## config.mk

```make
export PLATFORM = sky130hd
export DESIGN_NAME = grid_raycast_column_renderer
export DESIGN_NICKNAME = d
export VERILOG_FILES = /design/src/rtl/core/grc_pkg.sv /design/src/rtl/core/grid_raycast_column_renderer.sv /design/src/rtl/core/grc_front.sv /design/src/rtl/core/grc_queue.sv /design/src/rtl/core/grc_back.sv
export VERILOG_INCLUDE_DIRS = /design/src /design/src/rtl/core
export SDC_FILE = /design/constraint.sdc
export NUM_CORES = 2
export LEC_CHECK = 0
export ABC_AREA = 1
export BUFFER_PORTS_ARGS = -buffer_cell sky130_fd_sc_hd__buf_2
export CAP_MARGIN = 30
export CORE_MARGIN = 10
export CORE_UTILIZATION = 30
export DETAILED_ROUTE_END_ITERATION = 12
export HOLD_SLACK_MARGIN = 0.05
export PLACE_DENSITY = 0.52
export REMOVE_ABC_BUFFERS = 1
export SLEW_MARGIN = 20
export SYNTH_ARGS = -nofsm -noshare
export SYNTH_HDL_FRONTEND = slang
export SYNTH_SLANG_ARGS = --single-unit
```

## constraint.sdc

```tcl
create_clock -name aclk -period 12.23 [get_ports aclk]
set_clock_uncertainty 0.05 [all_clocks]
set_input_delay 0.6115 -clock aclk [delete_from_list [all_inputs] [get_ports aclk]]
set_output_delay 0.6115 -clock aclk [all_outputs]
set_load 0.03 [all_outputs]
```

## src/rtl/core/grid_raycast_column_renderer_macros.svh

```systemverilog
// Assertion helpers for the ray-cast column renderer.
`ifndef GRID_RAYCAST_COLUMN_RENDERER_MACROS_SVH
`define GRID_RAYCAST_COLUMN_RENDERER_MACROS_SVH

// Implication checked on every clock edge outside reset.
`define GRC_ASSERT_IMPL(label, clk, rstn, ante, cons, msg) \
    label: assert property (@(posedge clk) disable iff (!rstn) (ante) |-> (cons)) \
        else $error(msg);

// Next-cycle implication checked on every clock edge outside reset.
`define GRC_ASSERT_NEXT(label, clk, rstn, ante, cons, msg) \
    label: assert property (@(posedge clk) disable iff (!rstn) (ante) |=> (cons)) \
        else $error(msg);

`endif

```

## src/rtl/core/grc_pkg.sv

```systemverilog
// ---------------------------------------------------------------------------
// grc_pkg
// Shared types and constants of the ray-cast column renderer.
// ---------------------------------------------------------------------------
`timescale 1ns / 1ps
`default_nettype none
package grc_pkg;

    localparam int MAP_DIM   = 16;
    localparam int NUM_REGS  = 8;
    localparam int FOV_UNITS = 8188;
    localparam int FOV_HALF  = 4094;
    localparam int ONE_Q14   = 16384;
    localparam int MAX_STEPS = 256;

    localparam logic [15:0] GLYPH_SPACE = 16'h0020;
    localparam logic [15:0] GLYPH_FULL  = 16'h2588;
    localparam logic [15:0] GLYPH_DARK  = 16'h2593;
    localparam logic [15:0] GLYPH_MED   = 16'h2592;
    localparam logic [15:0] GLYPH_LIGHT = 16'h2591;
    localparam logic [15:0] GLYPH_HASH  = 16'h0023;
    localparam logic [15:0] GLYPH_X     = 16'h0078;
    localparam logic [15:0] GLYPH_DOT   = 16'h002E;
    localparam logic [15:0] GLYPH_DASH  = 16'h002D;

    // Ray job handed from the front to the back.
    typedef struct packed {
        logic [15:0]        pos_x;
        logic [15:0]        pos_y;
        logic signed [15:0] sin_x;
        logic signed [15:0] cos_y;
    } ray_job_t;

    // Quarter-wave sine table, Q1.14.
    function automatic logic [14:0] quarter_wave(input logic [4:0] idx);
        logic [14:0] v;
        begin
            v = 15'd0;
            case (idx)
                5'd0:  v = 15'd0;
                5'd1:  v = 15'd1606;
                5'd2:  v = 15'd3196;
                5'd3:  v = 15'd4756;
                5'd4:  v = 15'd6270;
                5'd5:  v = 15'd7723;
                5'd6:  v = 15'd9102;
                5'd7:  v = 15'd10394;
                5'd8:  v = 15'd11585;
                5'd9:  v = 15'd12665;
                5'd10: v = 15'd13623;
                5'd11: v = 15'd14449;
                5'd12: v = 15'd15137;
                5'd13: v = 15'd15679;
                5'd14: v = 15'd16069;
                5'd15: v = 15'd16305;
                default: v = 15'd16384;
            endcase
            return v;
        end
    endfunction

    // Quarter-wave sine with linear interpolation; p in 0..16384.
    function automatic logic [14:0] quarter_sin(input logic [14:0] p);
        logic [4:0]  i;
        logic [9:0]  f;
        logic [14:0] a;
        logic [14:0] b;
        logic [24:0] prod;
        begin
            i    = p[14:10];
            f    = p[9:0];
            a    = quarter_wave(i);
            b    = quarter_wave(i + 5'd1);
            prod = 25'(b - a) * 25'(f);
            if (p >= 15'(ONE_Q14)) return 15'(ONE_Q14);
            return a + prod[24:10];
        end
    endfunction

    // Full-circle sine in Q1.14.
    function automatic logic signed [15:0] sin_q14(input logic [15:0] ang);
        logic [14:0] r;
        logic [14:0] q;
        begin
            r = {1'b0, ang[13:0]};
            if (ang[14]) q = quarter_sin(15'(ONE_Q14) - r);
            else q = quarter_sin(r);
            if (ang[15]) return -$signed({1'b0, q});
            return $signed({1'b0, q});
        end
    endfunction

endpackage
`default_nettype wire

```

## src/rtl/core/grid_raycast_column_renderer.sv

```systemverilog
// Ray-cast column renderer. Each input transfer is one screen column with the
// player pose; it yields SCREEN_HEIGHT output transfers, one glyph per row, top
// to bottom, with tlast on the bottom row. The front registers the pose and
// looks up the column offset, then forms the direction vector. The back takes
// the job, steps the ray a tenth of a cell at a time (up to MAX_STEPS = 256
// steps), runs the ceiling division one quotient bit at a time and emits the
// rows, stalling while the receiver is not ready. The back takes a new column
// only when idle; a two-entry queue lets the front prepare the next columns
// while the back works.
`timescale 1ns / 1ps
`default_nettype none
`include "grid_raycast_column_renderer_macros.svh"
// ---------------------------------------------------------------------------
// grid_raycast_column_renderer
// Top level: wall map registers, front, queue and back.
// ---------------------------------------------------------------------------
module grid_raycast_column_renderer #(
    parameter int SCREEN_WIDTH  = 120,
    parameter int SCREEN_HEIGHT = 40,
    parameter int MAX_DEPTH     = 16
) (
    input  wire logic        aclk,
    input  wire logic        aresetn,
    input  wire logic        s_tvalid,
    output logic             s_tready,
    input  wire logic [55:0] s_tdata,  // pos_x_fix, pos_y_fix, heading, column, pad
    output logic             m_tvalid,
    input  wire logic        m_tready,
    output logic [23:0]      m_tdata,  // row, glyph, pad
    output logic             m_tlast,
    input  wire logic        cfg_valid,
    output logic             cfg_ready,
    input  wire logic [2:0]  cfg_index,
    input  wire logic [31:0] cfg_data
);
    logic [31:0]       map_reg [grc_pkg::NUM_REGS];
    logic [255:0]      map_bits;
    logic              fj_valid, fj_ready, bj_valid, bj_ready;
    grc_pkg::ray_job_t fjob, bjob;
    logic [5:0]        row;
    logic [15:0]       glyph;

    assign cfg_ready = 1'b1;
    assign m_tdata   = {2'b00, glyph, row};

    // Hold the wall map
    always_ff @(posedge aclk) begin
        if (!aresetn) begin
            map_reg[0] <= 32'd2147614719;
            map_reg[1] <= 32'd2214559745;
            map_reg[2] <= 32'd2147581953;
            map_reg[3] <= 32'd2147581953;
            map_reg[4] <= 32'd2147581953;
            map_reg[5] <= 32'd2147581953;
            map_reg[6] <= 32'd2147594265;
            map_reg[7] <= 32'd4294934529;
        end else if (cfg_valid) begin
            map_reg[cfg_index] <= cfg_data;
        end
    end

    always_comb begin
        for (int k = 0; k < grc_pkg::NUM_REGS; k++) map_bits[k*32 +: 32] = map_reg[k];
    end

    grc_front #(.SCREEN_WIDTH(SCREEN_WIDTH)) u_front (
        .aclk(aclk), .aresetn(aresetn),
        .in_valid(s_tvalid), .in_ready(s_tready),
        .pos_x_fix(s_tdata[15:0]), .pos_y_fix(s_tdata[31:16]),
        .heading(s_tdata[47:32]), .column(s_tdata[54:48]),
        .job_valid(fj_valid), .job_ready(fj_ready), .job(fjob)
    );

    grc_queue u_queue (
        .aclk(aclk), .aresetn(aresetn),
        .wr_valid(fj_valid), .wr_ready(fj_ready), .wr_data(fjob),
        .rd_valid(bj_valid), .rd_ready(bj_ready), .rd_data(bjob)
    );

    grc_back #(.SCREEN_HEIGHT(SCREEN_HEIGHT), .MAX_DEPTH(MAX_DEPTH)) u_back (
        .aclk(aclk), .aresetn(aresetn), .map_bits(map_bits),
        .job_valid(bj_valid), .job_ready(bj_ready), .job(bjob),
        .m_valid(m_tvalid), .m_ready(m_tready),
        .m_row(row), .m_glyph(glyph), .m_last(m_tlast)
    );

    `GRC_ASSERT_IMPL(a_last_row, aclk, aresetn, m_tvalid && m_tlast, row == 6'(SCREEN_HEIGHT - 1), "tlast off bottom row")
    `GRC_ASSERT_IMPL(a_row_range, aclk, aresetn, m_tvalid, 7'(row) < 7'(SCREEN_HEIGHT), "row out of range")
    `GRC_ASSERT_NEXT(a_row_seq, aclk, aresetn, m_tvalid && m_tready && !m_tlast, !m_tvalid || row == $past(row) + 6'd1, "row sequence broken")

endmodule
`default_nettype wire

```

## src/rtl/core/grc_front.sv

```systemverilog
// ---------------------------------------------------------------------------
// grc_front
// Accepts a pose and column, forms the ray angle and its direction vector.
// ---------------------------------------------------------------------------
`timescale 1ns / 1ps
`default_nettype none
module grc_front #(
    parameter int SCREEN_WIDTH = 120
) (
    input  wire logic              aclk,
    input  wire logic              aresetn,
    input  wire logic              in_valid,
    output logic                   in_ready,
    input  wire logic [15:0]       pos_x_fix,
    input  wire logic [15:0]       pos_y_fix,
    input  wire logic [15:0]       heading,
    input  wire logic [6:0]        column,
    output logic                   job_valid,
    input  wire logic              job_ready,
    output grc_pkg::ray_job_t      job
);
    localparam logic [15:0] FOV_HALF16 = 16'(grc_pkg::FOV_HALF);

    // Stage 0: registered inputs and column offset; stage 1: direction vector
    logic              busy_reg;
    logic [15:0]       px_reg, py_reg, head_reg;
    logic [15:0]       quo_reg;
    logic              out_valid_reg;
    grc_pkg::ray_job_t job_reg;
    logic [15:0]       ang;
    logic              emit;
    wire  [15:0]       off_tab [128];

    // Column offset table: column * FOV / width, truncated
    for (genvar c = 0; c < 128; c++) begin : g_off
        assign off_tab[c] = 16'((c * grc_pkg::FOV_UNITS) / SCREEN_WIDTH);
    end

    assign in_ready  = !busy_reg;
    assign job_valid = out_valid_reg;
    assign job       = job_reg;
    assign ang       = head_reg - FOV_HALF16 + quo_reg;
    assign emit      = busy_reg && (!out_valid_reg || job_ready);

    // Register the pose, then hand the ray job to the queue
    always_ff @(posedge aclk) begin
        if (!aresetn) begin
            busy_reg      <= 1'b0;
            out_valid_reg <= 1'b0;
        end else begin
            if (out_valid_reg && job_ready && !emit) out_valid_reg <= 1'b0;
            if (!busy_reg && in_valid) begin
                busy_reg <= 1'b1;
                px_reg   <= pos_x_fix;
                py_reg   <= pos_y_fix;
                head_reg <= heading;
                quo_reg  <= off_tab[column];
            end else if (emit) begin
                job_reg.pos_x <= px_reg;
                job_reg.pos_y <= py_reg;
                job_reg.sin_x <= grc_pkg::sin_q14(ang);
                job_reg.cos_y <= grc_pkg::sin_q14(ang + 16'h4000);
                out_valid_reg <= 1'b1;
                busy_reg      <= 1'b0;
            end
        end
    end
endmodule
`default_nettype wire

```

## src/rtl/core/grc_queue.sv

```systemverilog
// ---------------------------------------------------------------------------
// grc_queue
// Two-entry queue between the front and the ray marcher.
// ---------------------------------------------------------------------------
`timescale 1ns / 1ps
`default_nettype none
module grc_queue (
    input  wire logic              aclk,
    input  wire logic              aresetn,
    input  wire logic              wr_valid,
    output logic                   wr_ready,
    input  grc_pkg::ray_job_t      wr_data,
    output logic                   rd_valid,
    input  wire logic              rd_ready,
    output grc_pkg::ray_job_t      rd_data
);
    grc_pkg::ray_job_t mem_reg [2];
    logic              wp_reg, rp_reg;
    logic [1:0]        cnt_reg;
    logic              do_wr, do_rd;

    assign wr_ready = cnt_reg != 2'd2;
    assign rd_valid = cnt_reg != 2'd0;
    assign rd_data  = mem_reg[rp_reg];
    assign do_wr    = wr_valid && wr_ready;
    assign do_rd    = rd_valid && rd_ready;

    // Store entry
    always_ff @(posedge aclk) begin
        if (do_wr) mem_reg[wp_reg] <= wr_data;
    end

    // Advance pointers
    always_ff @(posedge aclk) begin
        if (!aresetn) begin
            wp_reg  <= 1'b0;
            rp_reg  <= 1'b0;
            cnt_reg <= 2'd0;
        end else begin
            if (do_wr) wp_reg <= !wp_reg;
            if (do_rd) rp_reg <= !rp_reg;
            cnt_reg <= cnt_reg + 2'(do_wr) - 2'(do_rd);
        end
    end
endmodule
`default_nettype wire

```

## src/rtl/core/grc_back.sv

```systemverilog
// ---------------------------------------------------------------------------
// grc_back
// Marches the ray, derives ceiling and shade, emits one glyph per row.
// ---------------------------------------------------------------------------
`timescale 1ns / 1ps
`default_nettype none
module grc_back #(
    parameter int SCREEN_HEIGHT = 40,
    parameter int MAX_DEPTH     = 16
) (
    input  wire logic              aclk,
    input  wire logic              aresetn,
    input  wire logic [255:0]      map_bits,
    input  wire logic              job_valid,
    output logic                   job_ready,
    input  grc_pkg::ray_job_t      job,
    output logic                   m_valid,
    input  wire logic              m_ready,
    output logic [5:0]             m_row,
    output logic [15:0]            m_glyph,
    output logic                   m_last
);
    localparam int D10MAX = 10 * MAX_DEPTH;
    localparam logic signed [24:0] CELL = 25'sd163840;

    typedef enum logic [4:0] {
        ST_IDLE  = 5'b00001,
        ST_MARCH = 5'b00010,
        ST_DIV   = 5'b00100,
        ST_SHADE = 5'b01000,
        ST_EMIT  = 5'b10000
    } st_t;

    st_t                st_reg;
    logic signed [24:0] rx_reg, ry_reg;
    logic signed [15:0] dx_reg, dy_reg;
    logic [8:0]         n_reg;
    logic [9:0]         d10_reg;
    logic [15:0]        num_reg;
    logic [15:0]        rem_reg;
    logic [15:0]        quo_reg;
    logic [4:0]         dcnt_reg;
    logic               neg_reg;
    logic signed [15:0] ceil_reg;
    logic [15:0]        shade_reg;
    logic [5:0]         y_reg;
    logic               ov_reg;
    logic [5:0]         orow_reg;
    logic [15:0]        oglyph_reg;
    logic               olast_reg;

    logic signed [24:0] nx, ny;
    logic               outx, outy, wall;
    logic [3:0]         cx, cy;
    logic [14:0]        qx_mul, qy_mul;
    logic [16:0]        trial;
    logic [10:0]        den;
    logic [15:0]        g;
    logic signed [15:0] floor_row;
    logic [6:0]         rem_rows;
    logic signed [15:0] ys;
    logic               emit_row;

    assign job_ready = st_reg == ST_IDLE;
    assign m_valid   = ov_reg;
    assign m_row     = orow_reg;
    assign m_glyph   = oglyph_reg;
    assign m_last    = olast_reg;

    // Next ray point; a point in (-1,0) cells still truncates to cell 0
    assign nx   = rx_reg + 25'(dx_reg);
    assign ny   = ry_reg + 25'(dy_reg);
    assign outx = (nx <= -CELL) || (nx >= 25'sd16 * CELL);
    assign outy = (ny <= -CELL) || (ny >= 25'sd16 * CELL);
    // Cell index: drop 15 bits, then divide by five through 205/1024
    assign qx_mul = 15'(nx[21:15]) * 15'd205;
    assign qy_mul = 15'(ny[21:15]) * 15'd205;
    assign cx   = nx[24] ? 4'd0 : qx_mul[13:10];
    assign cy   = ny[24] ? 4'd0 : qy_mul[13:10];
    assign wall = map_bits[{cy, cx}];

    assign den   = {d10_reg, 1'b0};
    assign trial = {rem_reg, num_reg[15]};

    assign emit_row = (st_reg == ST_EMIT) && (!ov_reg || m_ready);

    // Row glyph
    assign floor_row = 16'(SCREEN_HEIGHT) - ceil_reg;
    assign ys        = 16'(y_reg);
    assign rem_rows  = 7'(SCREEN_HEIGHT) - 7'(y_reg);
    always_comb begin
        if (ys <= ceil_reg) g = grc_pkg::GLYPH_SPACE;
        else if (ys <= floor_row) g = shade_reg;
        else if (8 * int'(rem_rows) < SCREEN_HEIGHT) g = grc_pkg::GLYPH_HASH;
        else if (4 * int'(rem_rows) < SCREEN_HEIGHT) g = grc_pkg::GLYPH_X;
        else if (8 * int'(rem_rows) < 3 * SCREEN_HEIGHT) g = grc_pkg::GLYPH_DOT;
        else if (20 * int'(rem_rows) < 9 * SCREEN_HEIGHT) g = grc_pkg::GLYPH_DASH;
        else g = grc_pkg::GLYPH_SPACE;
    end

    always_ff @(posedge aclk) begin
        if (!aresetn) begin
            st_reg <= ST_IDLE;
            ov_reg <= 1'b0;
        end else begin
            if (ov_reg && m_ready && !emit_row) ov_reg <= 1'b0;
            unique case (st_reg)
                ST_IDLE: begin
                    if (job_valid) begin
                        rx_reg  <= 25'(job.pos_x) * 25'sd40;
                        ry_reg  <= 25'(job.pos_y) * 25'sd40;
                        dx_reg  <= job.sin_x;
                        dy_reg  <= job.cos_y;
                        n_reg   <= 9'd1;
                        d10_reg <= 10'(D10MAX);
                        st_reg  <= ST_MARCH;
                    end
                end
                // Step the ray one tenth of a cell
                ST_MARCH: begin
                    rx_reg <= nx;
                    ry_reg <= ny;
                    n_reg  <= n_reg + 9'd1;
                    if (outx || outy) begin
                        st_reg <= ST_DIV;
                    end else if (wall) begin
                        d10_reg <= 10'(n_reg);
                        st_reg  <= ST_DIV;
                    end else if (n_reg == 9'(grc_pkg::MAX_STEPS)) begin
                        st_reg <= ST_DIV;
                    end
                end
                // Set up the ceiling division and pick the wall shade
                ST_DIV: begin
                    if (int'(d10_reg) >= 20) num_reg <= 16'(SCREEN_HEIGHT * (int'(d10_reg) - 20));
                    else num_reg <= 16'(SCREEN_HEIGHT * (20 - int'(d10_reg)));
                    neg_reg  <= int'(d10_reg) < 20;
                    rem_reg  <= 16'd0;
                    quo_reg  <= 16'd0;
                    dcnt_reg <= 5'd16;
                    st_reg   <= ST_SHADE;
                    if (4 * int'(d10_reg) <= D10MAX) shade_reg <= grc_pkg::GLYPH_FULL;
                    else if (3 * int'(d10_reg) < D10MAX) shade_reg <= grc_pkg::GLYPH_DARK;
                    else if (2 * int'(d10_reg) < D10MAX) shade_reg <= grc_pkg::GLYPH_MED;
                    else if (int'(d10_reg) < D10MAX) shade_reg <= grc_pkg::GLYPH_LIGHT;
                    else shade_reg <= grc_pkg::GLYPH_SPACE;
                end
                // One quotient bit a cycle, truncation toward zero
                ST_SHADE: begin
                    if (dcnt_reg == 5'd0) begin
                        ceil_reg <= neg_reg ? -$signed(quo_reg) : $signed(quo_reg);
                        y_reg    <= 6'd0;
                        st_reg   <= ST_EMIT;
                    end else begin
                        num_reg <= {num_reg[14:0], 1'b0};
                        if (trial >= 17'(den)) begin
                            rem_reg <= 16'(trial - 17'(den));
                            quo_reg <= {quo_reg[14:0], 1'b1};
                        end else begin
                            rem_reg <= trial[15:0];
                            quo_reg <= {quo_reg[14:0], 1'b0};
                        end
                        dcnt_reg <= dcnt_reg - 5'd1;
                    end
                end
                // Emit rows top to bottom
                ST_EMIT: begin
                    if (emit_row) begin
                        ov_reg     <= 1'b1;
                        orow_reg   <= y_reg;
                        oglyph_reg <= g;
                        olast_reg  <= y_reg == 6'(SCREEN_HEIGHT - 1);
                        y_reg      <= y_reg + 6'd1;
                        if (y_reg == 6'(SCREEN_HEIGHT - 1)) st_reg <= ST_IDLE;
                    end
                end
                default: st_reg <= ST_IDLE;
            endcase
        end
    end
endmodule
`default_nettype wire

```

==> metrics.txt <==
result of the run complete, but fails checks; failing checks negative setup slack; fraction of final layout cells sized beyond drive strength 1 18.0%; number of port buffers between 100 and 150; TritonCTS clock tree built; first-pass GRT wire length around 240000 µm; worst setup path category flop to flop; number of nets with antenna violations after detailed routing 0; total routed wirelength 151000 µm; netlist area before placement 55000 µm²; syn avg cell area around 9.0 µm²; Post-Place Worst Slack -0.505 ns; PnR worst setup slack -0.0790 ns; Final Slew Violations 0; CTS H-tree lvls 3; FF-to-FF setup slack -0.08 ns; slowest cell on the critical path sky130_fd_sc_hd__fa_2; number of I/O pins 124; critical path launch point type flop; Synth Instances 6075; Max Fclk between 0.08 and 0.09 GHz; iteration count of the initial detailed-routing pass 5; post-route clock period utilization 101%; via count of the first global-routing pass 44100; initial core utilization between 30 and 40%; CP max stage delay 0.57 ns; mean routed wirelength per cell between 15 and 20 µm; maximum number of pins on one net before global-route repair 83; critical path data arrival time between 10 and 15 ns; Vias/cell ~4.7; RSZ-0062 raised after global routing true; worst slew margin relative to its limit between 30% and 40%; number of vias after detailed routing between 40000 and 50000; Async S/R FF share, synth 0%; number of hold violations in the final report 0; Largest register FFs about 260; final net count ~7500; sequential element share of the synthesized area 38.9%; cell at the root of the clock tree sky130_fd_sc_hd__clkbuf_16; CTS sink cnt 717; endpoint class of the critical path flop; Tightest Hold Check Type input pin to flop; Detailed Route Iter0 Violations around 2700; global-route congestion overflow total 0; dominant delay contributor by cell family on the critical path adder cells; predominant post-synthesis flop cell sky130_fd_sc_hd__edfxtp_1; warning count from the yosys run 0; number of cell rows 157; post-layout min period between 10 and 15 ns; highest fanout seen on the critical path 7; clock-pin transition on the worst setup and hold timing paths 0.06 ns; antenna violations before repair 1; DP Area 61400 µm²; width of the die 448 µm; number of flops mapped to enable cells by yosys 704; TritonCTS Buffers 85; measured slew at the worst slew-check pin around 0.97 ns; reg-to-reg startpoint u_front.head_reg[1]; area grow syn2layout 21.0%; max-capacitance violation count 0; overall global routing resource usage roughly 15%; overall die height roughly 450 µm; Skew-Pair Late Insertion Delay ~0.76 ns; start point of the worst hold path s_tdata[30]; Residual DRC 0; number of buffers between clock root and the deepest sink 3; Worst EP required between 10 and 15 ns; Die Outline Area between 200000 and 250000 µm²; ANT cells 0; final setup violation count 4; area of the placeable core between 150000 and 200000 µm²; Synth Register Bits 717; unique cell type count in the Yosys netlist between 70 and 80; critical path buffer and inverter count 29; final standard cell area without fillers between 60000 and 70000 µm²; first element of the critical path u_front.head_reg[1]; gp weighted congestion around 0.88; Post-DP HPWL between 100000 and 150000 µm
layer usage:
layer	wire length [µm]	GRT usage (%)	vias up	share of wire, %
met5	28	0	-	0.019
met4	4340	4.80	4	2.9
met3	6210	1.87	210	4.1
met2	76000	26.5	806	50
met1	64400	18.5	20800	43
li1	-	-	21300	-
final cells by class:
cell class	count	area [µm²]
Clock buffer	97	2170
Clock inverter	58	734
Fill cell	18600	116000
Inverter	943	3550
Multi-Input combinational cell	4241	30500
Sequential cell	717	21400
Tap cell	2385	2980
Timing Repair Buffer	690	5160
cells by family after synthesis:
| family | Yosys count | share of synthesized area (%) |
|---|---|---|
| AND/OR/NAND/NOR | 2415 | 18.6 |
| buffers and inverters | 1123 | 7.96 |
| flip-flops | 717 | 38.9 |
| multiplexers | 63 | 1.29 |
| adder cells (fa/ha/maj) | 772 | 21.6 |
| XOR/XNOR | 223 | 3.69 |
| other | 2 | 0.0137 |
| AO/OA/AOI/OAI | 760 | 7.89 |
final timing paths:
check,endpoint,cells after the start
setup / recovery,u_front.job[31],87
hold / removal,u_front.py_reg[14],1
setup reg to reg,u_front.job[31],87
hold reg to reg,u_front.job[63],0
per-stage QoR:
step / utilization [%] / setup TNS, ns / hold slack [ns] / std cells
6_report: 36.4 / -0.262 / 0.0929 / 9131
5_1_grt: 36.4 / -12.17 / 0.0727 / 9131
4_1_cts: 35.7 / -0.0606 / 0.0590 / 9091
3_5_place_dp: 33.6 / -5.59 / 0.355 / 8886
3_3_place_gp: 33.6 / -5.39 / 0.355 / 8886
2_1_floorplan: - / -1.95 / 0.350 / 5901
synthesized netlist by cell type (19+ instances only):
| cell | number | area, µm² |
|---|---|---|
| sky130_fd_sc_hd__o211ai_1 | 21 | 158 |
| sky130_fd_sc_hd__clkbuf_1 | 102 | 383 |
| sky130_fd_sc_hd__or2_2 | 21 | 131 |
| sky130_fd_sc_hd__nor2_1 | 709 | 2660 |
| sky130_fd_sc_hd__o21ai_0 | 221 | 1110 |
| sky130_fd_sc_hd__fa_1 | 295 | 5910 |
| sky130_fd_sc_hd__ha_1 | 477 | 5970 |
| sky130_fd_sc_hd__o21bai_1 | 26 | 195 |
| sky130_fd_sc_hd__nand2_1 | 1061 | 3980 |
| sky130_fd_sc_hd__xor2_1 | 141 | 1230 |
| sky130_fd_sc_hd__a31oi_1 | 26 | 163 |
| sky130_fd_sc_hd__buf_2 | 40 | 200 |
| sky130_fd_sc_hd__a211oi_1 | 22 | 165 |
| sky130_fd_sc_hd__o21ai_1 | 29 | 145 |
| sky130_fd_sc_hd__nand4_1 | 102 | 638 |
| sky130_fd_sc_hd__nand3_1 | 370 | 1850 |
| sky130_fd_sc_hd__a21oi_1 | 308 | 1540 |
| sky130_fd_sc_hd__inv_2 | 24 | 90.1 |
| sky130_fd_sc_hd__inv_1 | 912 | 3420 |
| sky130_fd_sc_hd__nor4_1 | 19 | 119 |
| sky130_fd_sc_hd__nor3_1 | 64 | 320 |
| sky130_fd_sc_hd__xnor2_1 | 75 | 657 |
| sky130_fd_sc_hd__mux2_2 | 63 | 709 |
| sky130_fd_sc_hd__edfxtp_1 | 704 | 21100 |
placed cells by master (no fill, tap or decap), drive strengths merged, types with 9 or more instances in the layout:
cell type	count
ha	477
o221ai	11
clkbuf	97
o211ai	21
a211oi	22
o22ai	16
xor2	147
a21oi	312
o21bai	26
or2	25
nor2	722
nor3	67
clkinv	45
dfxtp	13
buf	649
and2	13
dlygate4sd3	41
o21a	9
nand4	103
xnor2	76
nand2	1072
nor4	19
mux2	63
a31oi	26
bufinv	10
a21o	11
nand3	378
o21ai	261
edfxtp	704
inv	943
fa	295
o31ai	12
timing repair:
action	4_1_cts	5_1_grt
hold endpoints to repair	41	0
hold buffers	41	0
buffers inserted	9	36
gates resized for setup	101	231
pin swaps	42	170
setup endpoints to repair	16	30
Power is left out: the tool's default activity adds up to more than one toggle a clock period on the data nets, which glitch-free logic cannot reach.
